--- config.mk ---
export PLATFORM = sky130hd
export DESIGN_NAME = ipv4_ttl_checksum_forward_unit
export DESIGN_NICKNAME = d
export VERILOG_FILES = /design/src/design/itcf_pkg.sv /design/src/design/ipv4_ttl_checksum_forward_unit.sv /design/src/design/itcf_ctrl.sv /design/src/design/itcf_datapath.sv
export SDC_FILE = /design/constraint.sdc
export NUM_CORES = 1
export LEC_CHECK = 0
export CORE_MARGIN = 2
export CORE_UTILIZATION = 58
export CTS_BUF_LIST = sky130_fd_sc_hd__clkbuf_2 sky130_fd_sc_hd__clkbuf_4 sky130_fd_sc_hd__clkbuf_8
export DETAILED_ROUTE_END_ITERATION = 8
export DONT_BUFFER_PORTS = 1
export PLACE_DENSITY = 0.74
export SETUP_SLACK_MARGIN = 0.1
export SYNTH_ARGS = -nofsm -noshare
export SYNTH_HDL_FRONTEND = slang
export SYNTH_SLANG_ARGS = --single-unit
--- constraint.sdc ---
create_clock -name i_clk -period 16.8 [get_ports i_clk]
set_clock_uncertainty 0.15 [all_clocks]
set_input_delay 3.36 -clock i_clk [delete_from_list [all_inputs] [get_ports i_clk]]
set_output_delay 3.36 -clock i_clk [all_outputs]
set_load 0.005 [all_outputs]
--- src/design/itcf_pkg.sv ---
// Shared types and constants for the IPv4 TTL/checksum forwarding unit.
package itcf_pkg;

    localparam int MAX_HEADER_BYTES_DEF = 60;

    localparam int LEN_W  = 6;
    localparam int BYTE_W = 8;
    localparam int SUM_W  = 16;
    localparam int NIB_W  = 4;

    localparam logic [NIB_W-1:0] MIN_IHL          = 4'd5;
    localparam logic [LEN_W-1:0] MIN_HEADER_BYTES = 6'd20;

    localparam logic [LEN_W-1:0] TTL_IDX     = 6'd8;
    localparam logic [LEN_W-1:0] CSUM_HI_IDX = 6'd10;
    localparam logic [LEN_W-1:0] CSUM_LO_IDX = 6'd11;

    typedef struct packed {
        logic take;
        logic start_emit;
        logic advance;
    } t_dp_cmd;

    typedef struct packed {
        logic last_in;
        logic last_out;
    } t_dp_status;

    // 16-bit ones-complement add with end-around carry
    function automatic logic [SUM_W-1:0] ones_add(input logic [SUM_W-1:0] a,
                                                  input logic [SUM_W-1:0] b);
        logic [SUM_W:0] s;
        s = {1'b0, a} + {1'b0, b};
        return s[SUM_W-1:0] + {{(SUM_W-1){1'b0}}, s[SUM_W]};
    endfunction

endpackage

--- src/design/ipv4_ttl_checksum_forward_unit.sv ---
// Top level of the IPv4 TTL decrement and header checksum rewrite unit.
//
//  channel   direction  handshake                   payload
//  input     in         i_in_valid / o_in_stall     i_header_byte
//  output    out        o_out_valid / i_out_stall   o_checksum_ok, o_out_byte, o_last_byte
//
// An N-byte header is received byte by byte, checked in one check state, then
// emitted byte by byte from the single header buffer with one write and one read
// port. Input is stalled from the last header byte until the last output item
// is taken. Reset (synchronous, active low) returns the sequencer to receive and
// clears the byte counter; the buffer is not cleared.
module ipv4_ttl_checksum_forward_unit #(
    parameter int MAX_HEADER_BYTES = itcf_pkg::MAX_HEADER_BYTES_DEF
) (
    input  logic                        i_clk,
    input  logic                        i_rst_n,
    input  logic                        i_in_valid,
    output logic                        o_in_stall,
    input  logic [itcf_pkg::BYTE_W-1:0] i_header_byte,
    output logic                        o_out_valid,
    input  logic                        i_out_stall,
    output logic                        o_checksum_ok,
    output logic [itcf_pkg::BYTE_W-1:0] o_out_byte,
    output logic                        o_last_byte
);

    itcf_pkg::t_dp_cmd    cmd;
    itcf_pkg::t_dp_status status;

    itcf_ctrl u_ctrl (
        .i_clk       (i_clk),
        .i_rst_n     (i_rst_n),
        .i_in_valid  (i_in_valid),
        .i_out_stall (i_out_stall),
        .i_status    (status),
        .o_cmd       (cmd),
        .o_in_stall  (o_in_stall),
        .o_out_valid (o_out_valid)
    );

    itcf_datapath #(
        .MAX_HEADER_BYTES (MAX_HEADER_BYTES)
    ) u_datapath (
        .i_clk         (i_clk),
        .i_rst_n       (i_rst_n),
        .i_cmd         (cmd),
        .i_header_byte (i_header_byte),
        .o_status      (status),
        .o_checksum_ok (o_checksum_ok),
        .o_out_byte    (o_out_byte),
        .o_last_byte   (o_last_byte)
    );

`ifndef SYNTHESIS
    // never take a new header byte while a header is being emitted
    a_no_overlap: assert property (@(posedge i_clk) disable iff (!i_rst_n)
        !(o_out_valid && !o_in_stall))
        else $error("input accepted during emit");

    // emit ends right after the last output item is taken
    a_emit_end: assert property (@(posedge i_clk) disable iff (!i_rst_n)
        (o_out_valid && !i_out_stall && o_last_byte) |=> !o_out_valid)
        else $error("output valid after last item");

    // emit continues, with one ok flag, until the last item
    a_ok_steady: assert property (@(posedge i_clk) disable iff (!i_rst_n)
        (o_out_valid && !i_out_stall && !o_last_byte) |=>
            (o_out_valid && o_checksum_ok == $past(o_checksum_ok)))
        else $error("emit broken or ok flag changed within header");
`endif

endmodule

--- src/design/itcf_ctrl.sv ---
// Controller: receive, check and emit sequencing for one header at a time.
module itcf_ctrl (
    input  logic                i_clk,
    input  logic                i_rst_n,
    input  logic                i_in_valid,
    input  logic                i_out_stall,
    input  itcf_pkg::t_dp_status i_status,
    output itcf_pkg::t_dp_cmd    o_cmd,
    output logic                o_in_stall,
    output logic                o_out_valid
);

    localparam logic [1:0] S_RECV  = 2'd0;
    localparam logic [1:0] S_CHECK = 2'd1;
    localparam logic [1:0] S_EMIT  = 2'd2;

    logic [1:0] r_state;
    logic [1:0] n_state;

    always_comb begin
        n_state          = r_state;
        o_cmd.take       = 1'b0;
        o_cmd.start_emit = 1'b0;
        o_cmd.advance    = 1'b0;
        o_in_stall       = 1'b1;
        o_out_valid      = 1'b0;
        unique case (r_state)
            S_RECV: begin
                o_in_stall = 1'b0;
                o_cmd.take = i_in_valid;
                if (i_in_valid && i_status.last_in) begin
                    n_state = S_CHECK;
                end
            end
            S_CHECK: begin
                o_cmd.start_emit = 1'b1;
                n_state          = S_EMIT;
            end
            S_EMIT: begin
                o_out_valid   = 1'b1;
                o_cmd.advance = !i_out_stall;
                if (!i_out_stall && i_status.last_out) begin
                    n_state = S_RECV;
                end
            end
            default: begin
                n_state = S_RECV;
            end
        endcase
    end

    always_ff @(posedge i_clk) begin
        if (!i_rst_n) begin
            r_state <= S_RECV;
        end else begin
            r_state <= n_state;
        end
    end

endmodule

--- src/design/itcf_datapath.sv ---
// Datapath: header buffer, running sums, checksum check and output byte select.
module itcf_datapath #(
    parameter int MAX_HEADER_BYTES = itcf_pkg::MAX_HEADER_BYTES_DEF
) (
    input  logic                              i_clk,
    input  logic                              i_rst_n,
    input  itcf_pkg::t_dp_cmd                 i_cmd,
    input  logic [itcf_pkg::BYTE_W-1:0]       i_header_byte,
    output itcf_pkg::t_dp_status              o_status,
    output logic                              o_checksum_ok,
    output logic [itcf_pkg::BYTE_W-1:0]       o_out_byte,
    output logic                              o_last_byte
);

    localparam int AW = $clog2(MAX_HEADER_BYTES);
    localparam logic [itcf_pkg::LEN_W-1:0] MAX_LEN = itcf_pkg::LEN_W'(MAX_HEADER_BYTES);

    logic [itcf_pkg::BYTE_W-1:0] r_mem [MAX_HEADER_BYTES];
    logic [itcf_pkg::BYTE_W-1:0] r_rd_data;

    logic [itcf_pkg::LEN_W-1:0]  r_count;
    logic [itcf_pkg::LEN_W-1:0]  r_len;
    logic [itcf_pkg::NIB_W-1:0]  r_nib;
    logic [itcf_pkg::SUM_W-1:0]  r_sum;
    logic [itcf_pkg::SUM_W-1:0]  r_sum_new;
    logic [itcf_pkg::BYTE_W-1:0] r_ttl_dec;
    logic [itcf_pkg::SUM_W-1:0]  r_csum_in;
    logic [itcf_pkg::SUM_W-1:0]  r_csum_out;
    logic                        r_ok;
    logic [itcf_pkg::LEN_W-1:0]  r_rd_addr;
    logic [itcf_pkg::LEN_W-1:0]  n_rd_addr;

    logic                        first;
    logic [itcf_pkg::NIB_W-1:0]  nib;
    logic [itcf_pkg::LEN_W-1:0]  nib_bytes;
    logic [itcf_pkg::LEN_W-1:0]  len_new;
    logic [itcf_pkg::LEN_W-1:0]  cur_len;
    logic [itcf_pkg::SUM_W-1:0]  weight;
    logic [itcf_pkg::SUM_W-1:0]  weight_new;
    logic [itcf_pkg::SUM_W-1:0]  sum_base;
    logic [itcf_pkg::SUM_W-1:0]  sum_new_base;
    logic [itcf_pkg::BYTE_W-1:0] byte_dec;
    logic                        bad;

    assign first     = (r_count == '0);
    assign nib       = i_header_byte[itcf_pkg::NIB_W-1:0];
    assign nib_bytes = {nib, 2'b00};

    always_comb begin
        if (nib < itcf_pkg::MIN_IHL) begin
            len_new = itcf_pkg::MIN_HEADER_BYTES;
        end else if (nib_bytes > MAX_LEN) begin
            len_new = MAX_LEN;
        end else begin
            len_new = nib_bytes;
        end
    end

    assign cur_len          = first ? len_new : r_len;
    assign o_status.last_in = ((r_count + 1'b1) == cur_len);
    assign byte_dec         = i_header_byte - 1'b1;

    // word weight of this byte; the second sum sees the TTL already decremented
    always_comb begin
        if (r_count == itcf_pkg::CSUM_HI_IDX || r_count == itcf_pkg::CSUM_LO_IDX) begin
            weight     = '0;
            weight_new = '0;
        end else if (r_count[0]) begin
            weight     = {8'h00, i_header_byte};
            weight_new = {8'h00, i_header_byte};
        end else if (r_count == itcf_pkg::TTL_IDX) begin
            weight     = {i_header_byte, 8'h00};
            weight_new = {byte_dec, 8'h00};
        end else begin
            weight     = {i_header_byte, 8'h00};
            weight_new = {i_header_byte, 8'h00};
        end
    end

    assign sum_base     = first ? '0 : r_sum;
    assign sum_new_base = first ? '0 : r_sum_new;

    assign bad = (r_nib < itcf_pkg::MIN_IHL) || ({r_nib, 2'b00} > MAX_LEN);

    always_ff @(posedge i_clk) begin
        if (!i_rst_n) begin
            r_count <= '0;
        end else if (i_cmd.take) begin
            r_count <= o_status.last_in ? '0 : r_count + 1'b1;
        end
    end

    always_ff @(posedge i_clk) begin
        if (i_cmd.take) begin
            r_mem[r_count[AW-1:0]] <= i_header_byte;
            r_sum     <= itcf_pkg::ones_add(sum_base, weight);
            r_sum_new <= itcf_pkg::ones_add(sum_new_base, weight_new);
            if (first) begin
                r_len <= len_new;
                r_nib <= nib;
            end
            if (r_count == itcf_pkg::TTL_IDX) begin
                r_ttl_dec <= byte_dec;
            end
            if (r_count == itcf_pkg::CSUM_HI_IDX) begin
                r_csum_in[15:8] <= i_header_byte;
            end
            if (r_count == itcf_pkg::CSUM_LO_IDX) begin
                r_csum_in[7:0] <= i_header_byte;
            end
        end
        if (i_cmd.start_emit) begin
            r_ok       <= !bad && (r_csum_in == ~r_sum);
            r_csum_out <= ~r_sum_new;
        end
    end

    // read address tracks the byte on the output; data is read from the next address, so it matches
    always_comb begin
        if (i_cmd.start_emit) begin
            n_rd_addr = '0;
        end else if (i_cmd.advance) begin
            n_rd_addr = r_rd_addr + 1'b1;
        end else begin
            n_rd_addr = r_rd_addr;
        end
    end

    always_ff @(posedge i_clk) begin
        if (!i_rst_n) begin
            r_rd_addr <= '0;
        end else begin
            r_rd_addr <= n_rd_addr;
        end
    end

    always_ff @(posedge i_clk) begin
        r_rd_data <= r_mem[n_rd_addr[AW-1:0]];
    end

    assign o_status.last_out = ((r_rd_addr + 1'b1) == r_len);
    assign o_last_byte       = o_status.last_out;
    assign o_checksum_ok     = r_ok;

    always_comb begin
        if (r_ok && r_rd_addr == itcf_pkg::TTL_IDX) begin
            o_out_byte = r_ttl_dec;
        end else if (r_ok && r_rd_addr == itcf_pkg::CSUM_HI_IDX) begin
            o_out_byte = r_csum_out[15:8];
        end else if (r_ok && r_rd_addr == itcf_pkg::CSUM_LO_IDX) begin
            o_out_byte = r_csum_out[7:0];
        end else begin
            o_out_byte = r_rd_data;
        end
    end

endmodule

Word-level counts from Yosys, hierarchy flattened:

Memories as Yosys holds them, arrays and structs flattened. A register that Yosys moved wholly into a read port is not among the register bits.
Index checks and enable logic that the tools add are counted.

* bits in registers: 97
* latch bits: 0
* RAM bits: 480
* bits in read-only memories: 0
* input port bits: 12
* memories kept: 1

Memories
* u_datapath.r_mem: words 60, bits a word 8, read ports 1, clocked after Yosys merged registers in 1, write ports 1, line itcf_datapath.sv:18 `logic [itcf_pkg::BYTE_W-1:0] r_mem [MAX_HEADER_BYTES];`

* $add $sub $neg: 7
* multiply operators: 0
* divide/modulo/power cells: 0
* $lt $le $gt $ge: 4
* equal/unequal tests: 13
* shift-type cells: 0
* multiplexer cells: 26
* bitwise gates (word level): 2
* reduce and logical (&&, ||, !) cells: 17

Operators with widths (count)
* two-way mux 16 bit: 7
* == test 6 x 4 -> 1 bit, second input constant: 6
* two-way mux 6 bit: 6
* adder 16 x 16 -> 17 bit: 2
* adder 16 x 1 -> 16 bit: 2
* NOT 16 bit: 2
* two-way mux 8 bit: 3
* == test 16 bit: 1
* adder 6 x 1 -> 6 bit, second input constant: 2
* == test 6 bit: 2
* > comparator 6 bit, second input constant: 2
* AND reduction 2 bit: 5
* less-than comparator 4 x 3 -> 1 bit, second input constant: 2
* subtractor 8 x 1 -> 8 bit, second input constant: 1
* two-way mux 1 bit: 7
* logical AND 1 bit: 6
* zero test 6 bit: 1
* case mux 2 bit (3 select lines): 1
* two-way mux 2 bit: 2
* inequality test 2 x 1 -> 1 bit, second input constant: 2
* == test 2 x 1 -> 1 bit, second input constant: 1
* == test 2 bit, second input constant: 1
* zero test 1 bit: 2
* zero test 2 bit: 1
* logical OR 1 bit: 2

Longest topological paths before layout:

Gate-level depths: netlist (run 1).

* depth after elaboration: 8
* mapped depth: 26

Cells and area by module:

From an unflattened synthesis (run 1), not the netlist that was laid out.

* cells, all modules: 1570
* area, all modules: 25619.6 um^2

Modules (own cells, without submodules)
* itcf_datapath: times used 1, cells each 1556, area each 25513.2 um^2
* itcf_ctrl: times used 1, cells each 14, area each 106.4 um^2

Least setup slack after synthesis (run 1):

No wires, ideal clock.

* path kind: input to register
* start: input port i_header_byte[6] in the netlist's numbering
* end: register u_datapath.r_sum_new[15] in the netlist's numbering (data pin)
* data arrival time: 6.783 ns
* data required time: 16.381 ns
* path slack: 9.597 ns
* stages: 21
* buffers on the path: 2
* cells stage by stage: clkbuf_1 -> and2_1 -> ha_1 -> clkbuf_1 -> inv_1 -> o21ai_0 -> a31o_2 -> a2111oi_0 -> o21ai_1 -> a21o_1 -> a21oi_1 -> nor2b_1 -> o21ai_0 -> nand2b_1 -> ha_1 -> and3_1 -> nand3b_1 -> nor2_1 -> and2_4 -> nand4_1 -> xor3_1

* cells in the longest elaborated chain, start to end: 6

RTL lines
* start: declaration: line ipv4_ttl_checksum_forward_unit.sv:19 `input logic [itcf_pkg::BYTE_W-1:0] i_header_byte,`
* subtractor 8 x 1 -> 8 bit: line itcf_datapath.sv:61 `assign byte_dec = i_header_byte - 1'b1;`
* two-way mux 16 bit: line itcf_datapath.sv:71 `end else if (r_count == itcf_pkg::TTL_IDX) begin`
* two-way mux 16 bit (*): line itcf_datapath.sv:68 `end else if (r_count[0]) begin`
* two-way mux 16 bit (*): line itcf_datapath.sv:65 `if (r_count == itcf_pkg::CSUM_HI_IDX || r_count == itcf_pkg::CSUM_LO_IDX) begin`
* adder 16 x 16 -> 17 bit (*): line itcf_pkg.sv:33 `s = {1'b0, a} + {1'b0, b};`
* adder 16 x 1 -> 16 bit (*): line itcf_pkg.sv:34 `return s[SUM_W-1:0] + {{(SUM_W-1){1'b0}}, s[SUM_W]};`
* end signal: assignment: line itcf_datapath.sv:97 `r_sum_new <= itcf_pkg::ones_add(sum_new_base, weight_new);`
* end: declaration: line itcf_datapath.sv:25 `logic [itcf_pkg::SUM_W-1:0] r_sum_new;`

Mark *: on every way between the ends. The rest lies on a longest branch, timed or not.
A chain may end at the register's enable or synchronous reset.

Final worst setup path (run 1):

* start: input port i_out_stall
* end: register u_datapath.r_rd_data[0] in the netlist's numbering (read register of u_datapath.r_mem)

* cells in the longest elaborated chain, start to end: 4

RTL lines
* start: declaration: line ipv4_ttl_checksum_forward_unit.sv:21 `input logic i_out_stall,`
* zero test 1 bit: line itcf_ctrl.sv:41 `o_cmd.advance = !i_out_stall;`
* two-way mux 1 bit: line itcf_ctrl.sv:27 `unique case (r_state)`
* two-way mux 6 bit: line itcf_datapath.sv:122 `end else if (i_cmd.advance) begin`
* two-way mux 6 bit: line itcf_datapath.sv:120 `if (i_cmd.start_emit) begin`
* end: declaration: line itcf_datapath.sv:19 `logic [itcf_pkg::BYTE_W-1:0] r_rd_data;`

Every way passes these cells.

==> results.py, run 1 <==
metrics = {
    "hold_path": {
        "hold-path-cell-count": 1,
        "hold_path_startpoint": "u_datapath.r_sum_new[12]",
        "worst_hold_path.endpoint": "u_datapath.r_csum_out[12]",
        "hold_path_class": "reg -> reg",
    },
    "critical_path": {
        "worst-r2r-setup-slack_ps": 10050,
        "critical_path_maximum_fanout": 64,
        "required_worst_endpoint_ps": 17130,
        "worst_ep_arrival_time_ps": 7730,
        "reg2reg_from": "u_datapath.r_count[0]",
        "crit_family": "simple AND/OR/NAND/NOR gates",
        "cell_chain_critical_path": "nor3b_1 > a21oi_4 > buf_4 > nor2_4 > buf_4 > mux4_2 > and2_1 > a211oi_1 > a21oi_1 > a211oi_1 > a21oi_1",
        "timing.reg2reg.worst_path_depth": 24,
        "setup.worst_path.class": "in -> reg",
        "crit_path_start_kind": "input port",
        "critical_path.max_stage_delay_ps": 810,
        "timing.critical_path.slowest_stage_cell": "sky130_fd_sc_hd__buf_4",
        "capturing_element_type_of_the_critical_path": "flip-flop",
        "r2r_end": "u_datapath.r_sum_new[15]",
        "path_buf_inv": 2,
    },
    "synthesis": {
        "synthFlopType": "sky130_fd_sc_hd__edfxtp_1",
        "ys_top_cells_by_area": "sky130_fd_sc_hd__edfxtp_1, sky130_fd_sc_hd__mux4_2, sky130_fd_sc_hd__mux2i_1, sky130_fd_sc_hd__ha_1, sky130_fd_sc_hd__nor2_1",
        "post_synthesis_adder_cell_area_fraction": 0.0202,
        "synth.ff_latch_count": 585,
        "synth_seq_area_share": 0.670,
        "synthesis.nets": 1659,
        "warnings_from_yosys": 0,
        "synth.largest_area_cell": "sky130_fd_sc_hd__edfxtp_1",
        "mappedNetlistArea_sq_mm": 0.0259,
        "synthesis.instances": 1606,
        "yosysUniqueCellTypes": 79,
        "synth_top_family_by_area": "multiplexers",
        "synth.most_common_cell": "sky130_fd_sc_hd__edfxtp_1",
        "synth_edf_count": 563,
        "synth.mux.area_fraction": 0.129,
        "yosys.area_share.xor_xnor": 0.0367,
        "yosys.area.top_type_share": 0.653,
        "syn_avg_cell_area_sq_um": 16.1,
        "post_synth_arst_share": 0,
        "synth_compound_gate_area_share": 0.0568,
        "synthSimpleGateAreaFrac": 0.0687,
        "synth.top_cells.by_count": "sky130_fd_sc_hd__edfxtp_1, sky130_fd_sc_hd__nor2_1, sky130_fd_sc_hd__mux4_2",
    },
    "pwr": {
        "power_leakage_nw": 9.12,
        "power.ir.vdd_worst_uv": 57.4,
        "powerDensity_mw_per_mm2": 104,
        "p_total_mw": 2.93,
    },
    "floorplanning": {
        "floorplan.initialDensity": 0.587,
        "ios": 24,
        "chip_height_um": 215,
        "number_of_cell_rows": 77,
        "core_area_sq_mm": 0.0441,
        "die-area_sq_mm": 0.0463,
        "die_w_um": 215,
    },
    "clock_tree": {
        "clkLatencyLatePin_ps": 660,
        "max-clock-path-buffers": 3,
        "root_buffer": "sky130_fd_sc_hd__clkbuf_8",
        "cts_buffers": 89,
        "post_cts_resize_count": 0,
        "postCtsSetupRepairBufs": 0,
        "cts_max_level": 3,
        "ctsHoldBuffers": 0,
        "clock_tree_from_tritoncts": "yes",
        "clock_sinks": 585,
        "clkSlewWorstSetupHoldPaths_ps": 60,
    },
    "timing": {
        "tns_ps": 0,
        "share_of_the_cycle_needed_by_the_critical_path_after_routing": 0.440,
        "timing.fmax_ghz": 0.135,
        "drv_slew": 0,
        "tightest_slew_ps": 1070,
        "relative_slew_margins": 0.285,
        "finalHoldViolations": 0,
        "report.final.setup_viol": 0,
        "finalWorstSetupSlack_ps": 9400,
        "rsz0062_at_grt": "false",
        "timing.hold.ws_ps": 385,
        "timing.final.crit_period_ps": 7400,
    },
    "placement": {
        "routabilityCongestion": 0.926,
        "io_buffers": 0,
        "hpwl_mm": 35.0,
        "place_ws_ps": 8700,
    },
    "run": {
        "drv.max_cap_violation_count": 0,
    },
    "drt": {
        "post_drt_via_cell_ratio": 6.25,
        "route.detailed.drc": 0,
        "routed-via-count": 14300,
        "detail_route.wirelength_mm": 56.7,
        "wl_per_cell_um": 24.7,
        "detailedRoute.firstPassIterationCount": 5,
        "ant_nets": 0,
        "drtIter0Drc": 1228,
    },
    "outcome": {
        "result_of_the_run": "completed",
    },
    "global_routing": {
        "number_of_antenna_violations_at_the_first_check_in_global_routing": 0,
        "grt_pass1_vias": 14600,
        "first_pass_grt_wire_length_mm": 86.7,
        "globalRouteTotalUtil": 0.250,
        "pin_count_of_the_biggest_net_entering_global_routing": 74,
        "gr-total-overflow": 0,
    },
    "finish": {
        "layout.nets": 1690,
        "layout.filler_cells": 3180,
        "area_growth_syn_to_layout_pct": 8.74,
        "fin_util": 0.638,
        "diodes": 0,
        "layout-drive-gt1-share": 0.185,
    },
}
## area by class of cell
type / instances / area (sq um) / area share
Clock buffer: 121 / 1480 / 0.0525
Sequential cell: 585 / 17300 / 0.616
Inverter: 40 / 150 / 0.00533
Clock inverter: 32 / 185 / 0.00658
Multi-Input combinational cell: 905 / 8130 / 0.289
Timing Repair Buffer: 16 / 124 / 0.00440
Tap cell: 592 / 741 / 0.0263
## power by group
| part | total, mW | internal, mW | switching [mW] |
|---|---|---|---|
| clock | 1.11 | 0.584 | 0.526 |
| combinational | 0.181 | 0.0729 | 0.108 |
| sequential | 1.64 | 1.63 | 0.0134 |
## metrics by stage
stage                     std cells  instance area (sq um)
after floorplan                1606                  25900
after global placement         2137                  26500
after detailed placement       2138                  26500
after CTS                      2291                  28200
after global routing           2291                  28200
final                          2291                  28200
## layout by cell type (no fill, tap or decap), types with 5 or more instances in the layout
cell type and instances:
sky130_fd_sc_hd__edfxtp_1 563, sky130_fd_sc_hd__nor2_1 129, sky130_fd_sc_hd__mux4_2 120, sky130_fd_sc_hd__clkbuf_8 91, sky130_fd_sc_hd__a21oi_1 78, sky130_fd_sc_hd__nand2_1 58, sky130_fd_sc_hd__mux2i_1 54, sky130_fd_sc_hd__xnor2_1 53
sky130_fd_sc_hd__and2_1 49, sky130_fd_sc_hd__xor2_1 46, sky130_fd_sc_hd__ha_1 41, sky130_fd_sc_hd__inv_1 37, sky130_fd_sc_hd__a211oi_1 36, sky130_fd_sc_hd__clkbuf_4 30, sky130_fd_sc_hd__nand3_1 27, sky130_fd_sc_hd__dfxtp_1 22
sky130_fd_sc_hd__clkinv_1 19, sky130_fd_sc_hd__o21ai_0 18, sky130_fd_sc_hd__nor2b_1 17, sky130_fd_sc_hd__buf_4 15, sky130_fd_sc_hd__nor3_1 11, sky130_fd_sc_hd__nand4_1 11, sky130_fd_sc_hd__a21o_1 9, sky130_fd_sc_hd__mux2_2 9
sky130_fd_sc_hd__and3_1 8, sky130_fd_sc_hd__a311oi_1 8, sky130_fd_sc_hd__o21ai_1 7, sky130_fd_sc_hd__nand3b_1 7, sky130_fd_sc_hd__a31oi_1 7, sky130_fd_sc_hd__clkinv_2 7, sky130_fd_sc_hd__nor4_1 6, sky130_fd_sc_hd__o21a_1 6
sky130_fd_sc_hd__o21bai_1 5, sky130_fd_sc_hd__nor3b_1 5
## kinds of logic (layout without fill, tap and decap cells)
family | count (synthesis) | after routing
compound gates | 217 | 217
xor+xnor | 105 | 105
fa+ha+maj | 42 | 42
buf+inv | 116 | 209
flops | 585 | 585
mux | 183 | 183
simple gates | 358 | 358
## flip-flops by register name, summed over array words and instances (netlist names), 8 cells and up
| signal | cells |
|---|---|
| u_datapath.r_csum_out | 16 |
| u_datapath.r_ttl_dec | 8 |
| u_datapath.r_rd_data | 8 |
| u_datapath.r_csum_in | 16 |
| u_datapath.r_sum_new | 16 |
| u_datapath.r_sum | 16 |
| u_datapath.r_mem | 480 |
## how the worst max path moves through the flow
| stage | to | slack (ps) | start | depth (start not counted) |
|---|---|---|---|---|
| after global routing | u_datapath.r_rd_data[7] | 9150 | i_out_stall | 11 |
| final | u_datapath.r_rd_data[0] | 9400 | i_out_stall | 11 |
| after global placement | u_datapath.r_rd_data[7] | 8680 | i_out_stall | 11 |
| after floorplan | u_datapath.r_sum_new[15] | 9600 | i_header_byte[6] | 21 |
| after CTS | u_datapath.r_rd_data[7] | 9360 | i_out_stall | 11 |
| after detailed placement | u_datapath.r_rd_data[7] | 8700 | i_out_stall | 11 |
## per-layer routing
metal	global-route usage	share of wire	vias up
met5	0	0	-
met4	0.0908	0.026	0
met3	0.0435	0.068	85
met2	0.404	0.49	572
met1	0.348	0.41	7312
li1	-	-	6344
No activity file was read; power rests on OpenSTA's default activity.
==> inputs of run 2 (changes only) <==
Settings changed: ABC_AREA set to 1.
Clock period 16.8 ns to 7.7 ns, I/O delays scaled along.
==> run 2 against run 1 <==
Sequential cell count did not move. Power grew 130%. Synthesized area grew 3.0%. Worst hold slack gained 17 ps. First-iteration DRC count increased by 90%. Combinational power increased by 150%. Count of clock-buffer cells in the layout up 13. Cell area up 2.7%. Non-clock buffer count unchanged. Critical path depth is 12 higher. Routed wire length up 20%. Via count up 32%.
==> results.py, run 2 <==
metrics = {
    "critical_path": {
        "worst_ep_arrival_time_ps": 5330,
        "crit_top_cell": "sky130_fd_sc_hd__nand2_1",
        "setup.worst_path.class": "reg -> reg",
        "capturing_element_type_of_the_critical_path": "flip-flop",
        "cell_chain_critical_path": "inv_1 > ha_1 > o211ai_4 > nand2_1 > a211oi_1 > ha_1 > nand2_1 > nor2_1 > inv_1 > o221a_2 > nand2_1 > nand4_1 > nand2_1 > ha_1 > ha_1 > inv_1 > nor2_2 > nand3_1 > nor2_2 > nand3_1 > nor2_4 > nand2_1 > xor2_1",
        "r2r_end": "u_datapath.r_sum_new[10]",
        "critical_path.max_stage_delay_ps": 460,
        "worst-r2r-setup-slack_ps": 2650,
        "required_worst_endpoint_ps": 7980,
        "critical_path_maximum_fanout": 16,
        "timing.critical_path.slowest_stage_cell": "sky130_fd_sc_hd__dfxtp_1",
        "timing.reg2reg.worst_path_depth": 23,
        "crit_path_start_kind": "flip-flop",
        "reg2reg_from": "u_datapath.r_count[0]",
    },
    "hold_path": {
        "worst_hold_path.endpoint": "u_datapath.r_csum_out[15]",
        "hold-path-cell-count": 1,
        "hold_path_startpoint": "u_datapath.r_sum_new[15]",
        "hold_path_class": "reg -> reg",
    },
    "global_routing": {
        "pin_count_of_the_biggest_net_entering_global_routing": 190,
        "grt_pass1_vias": 18400,
        "globalRouteTotalUtil": 0.288,
        "number_of_antenna_violations_at_the_first_check_in_global_routing": 2,
        "first_pass_grt_wire_length_mm": 104,
        "gr-total-overflow": 0,
    },
    "floorplanning": {
        "core_area_sq_mm": 0.0454,
        "number_of_cell_rows": 78,
        "die_w_um": 218,
        "floorplan.initialDensity": 0.588,
        "ios": 24,
        "chip_height_um": 218,
        "die-area_sq_mm": 0.0477,
    },
    "synthesis": {
        "synth.ff_latch_count": 585,
        "synthesis.instances": 2402,
        "synth_edf_count": 563,
        "yosysUniqueCellTypes": 57,
        "synth_seq_area_share": 0.651,
        "synthesis.nets": 2455,
        "warnings_from_yosys": 0,
        "syn_avg_cell_area_sq_um": 11.1,
        "synth.most_common_cell": "sky130_fd_sc_hd__edfxtp_1",
        "post_synth_arst_share": 0,
        "yosys.area.top_type_share": 0.634,
        "synth.top_cells.by_count": "sky130_fd_sc_hd__edfxtp_1, sky130_fd_sc_hd__nor2_1, sky130_fd_sc_hd__nand2_1",
        "mappedNetlistArea_sq_mm": 0.0267,
        "synthFlopType": "sky130_fd_sc_hd__edfxtp_1",
        "synth.largest_area_cell": "sky130_fd_sc_hd__edfxtp_1",
        "ys_top_cells_by_area": "sky130_fd_sc_hd__edfxtp_1, sky130_fd_sc_hd__nor2_1, sky130_fd_sc_hd__o21ai_0, sky130_fd_sc_hd__nand2_1, sky130_fd_sc_hd__nand3_1",
    },
    "timing": {
        "drv_slew": 0,
        "tns_ps": 0,
        "timing.final.crit_period_ps": 5050,
        "timing.hold.ws_ps": 402,
        "finalHoldViolations": 0,
        "share_of_the_cycle_needed_by_the_critical_path_after_routing": 0.656,
        "timing.fmax_ghz": 0.198,
        "tightest_slew_ps": 1020,
        "report.final.setup_viol": 0,
        "relative_slew_margins": 0.320,
        "rsz0062_at_grt": "false",
    },
    "finish": {
        "most-common-layout-cells": "sky130_fd_sc_hd__edfxtp_1, sky130_fd_sc_hd__nor2_1, sky130_fd_sc_hd__nand2_1",
        "largest_reg_flops": 480,
        "layout-drive-gt1-share": 0.104,
        "area_growth_syn_to_layout_pct": 8.39,
        "layout_commonest_cell": "sky130_fd_sc_hd__edfxtp_1",
        "layout.nets": 2458,
    },
    "drt": {
        "wl_per_cell_um": 22.2,
        "routed-via-count": 18900,
        "route.detailed.drc": 0,
        "detail_route.wirelength_mm": 68.2,
        "detailedRoute.firstPassIterationCount": 6,
        "post_drt_via_cell_ratio": 6.16,
        "drtIter0Drc": 2332,
        "ant_nets": 0,
    },
    "clock_tree": {
        "clock_sinks": 585,
        "cts_buffers": 92,
        "clkLatencyLatePin_ps": 660,
        "ctsHoldBuffers": 0,
        "max-clock-path-buffers": 3,
        "postCtsSetupRepairBufs": 0,
        "clkSlewWorstSetupHoldPaths_ps": 70,
        "post_cts_resize_count": 0,
        "root_buffer": "sky130_fd_sc_hd__clkbuf_8",
        "clock_tree_from_tritoncts": "yes",
        "cts_max_level": 3,
    },
    "pwr": {
        "combPwrFrac": 0.068,
        "power_frac_clock": 0.392,
        "sequentialPowerShare": 0.540,
        "net_switching_mw": 1.56,
        "power_leakage_nw": 10.4,
        "internal-power_mw": 5.08,
        "powerDensity_mw_per_mm2": 230,
        "power.switching_fraction": 0.236,
        "power.ir.vdd_worst_uv": 191,
    },
    "run": {
        "drv.max_cap_violation_count": 0,
    },
    "placement": {
        "routabilityCongestion": 0.951,
        "io_buffers": 0,
        "hpwl_mm": 42.1,
    },
    "outcome": {
        "result_of_the_run": "completed",
    },
}
run 2: cell types whose count changed after synthesis, sizes merged, moves of 49 or more:
cell	change
o21ai	+225
inv	+147
and2	-49
nor2	+276
nand2	+242
o221ai	+68
mux2i	-54
mux4	-120
nand3	+115
o211ai	+62
run 2: layer usage:
layer | GRT usage | routed length (um)
met5 | 0 | 8
met4 | 0.111 | 2280
met3 | 0.0578 | 6580
met2 | 0.460 | 32000
met1 | 0.392 | 27400
run 2: per-stage QoR:
stage / std cells / power [mW] / area, sq um / utilization / worst slack [ps]
final: 3076 / 6.64 / 28900 / 0.637 / 2650
after global routing: 3076 / 6.83 / 28900 / 0.637 / 2230
after CTS: 3075 / 6.65 / 28900 / 0.637 / 2670
after detailed placement: 2911 / 4.09 / 27100 / 0.597 / 2220
after global placement: 2911 / 4.09 / 27100 / 0.597 / 2340
after floorplan: 2402 / 3.95 / 26700 / - / 2910
run 2: worst max-delay path, delay by kind of cell (launching register included):
| kind | cells | cell delay (ps) |
|---|---|---|
| simple gates | 12 | 1750 |
| compound gates | 3 | 1040 |
| fa+ha+maj | 4 | 970 |
| flops | 1 | 460 |
| buf+inv | 3 | 310 |
| xor+xnor | 1 | 140 |
run 2: cell type report:
type / instances / area (sq um)
inverter: 190 / 721
antenna: 1 / 2.50
fill: 3463 / 16500
clock buffer: 134 / 1630
sequential: 585 / 17300
tap: 600 / 751
multi-input combinational: 1520 / 8140
clock inverter: 30 / 178
timing repair buffer: 16 / 133
run 2: logic make-up (layout without fill, tap and decap cells):
family          Yosys count  count (layout)  synth area share
fa+ha+maj                41              41            0.0192
simple gates            911             911             0.151
xor+xnor                 38              38            0.0125
other cells               0               1                 0
flops                   585             585             0.651
buf+inv                 297             370            0.0448
compound gates          530             530             0.122
run 2: how the worst max path moves through the flow:
stage / startpoint / to / slack [ps] / cells past startpoint
global route: u_datapath.r_count[0] / u_datapath.r_sum_new[12] / 2230 / 24
global placement: i_header_byte[0] / u_datapath.r_sum_new[10] / 2340 / 23
CTS: u_datapath.r_count[0] / u_datapath.r_sum_new[10] / 2670 / 23
detailed placement: i_header_byte[0] / u_datapath.r_sum_new[10] / 2220 / 23
floorplan: i_header_byte[0] / u_datapath.r_sum_new[10] / 2910 / 23
finish: u_datapath.r_count[0] / u_datapath.r_sum_new[10] / 2650 / 23
run 2: power groups by stage:
stage / Clock, mW / Combinational [mW] / Sequential (mW)
after floorplan: 0 / 0.322 / 3.63
after global placement: 0 / 0.438 / 3.65
after detailed placement: 0 / 0.443 / 3.65
after CTS: 2.62 / 0.444 / 3.58
after global routing: 2.74 / 0.500 / 3.59
final: 2.60 / 0.451 / 3.59
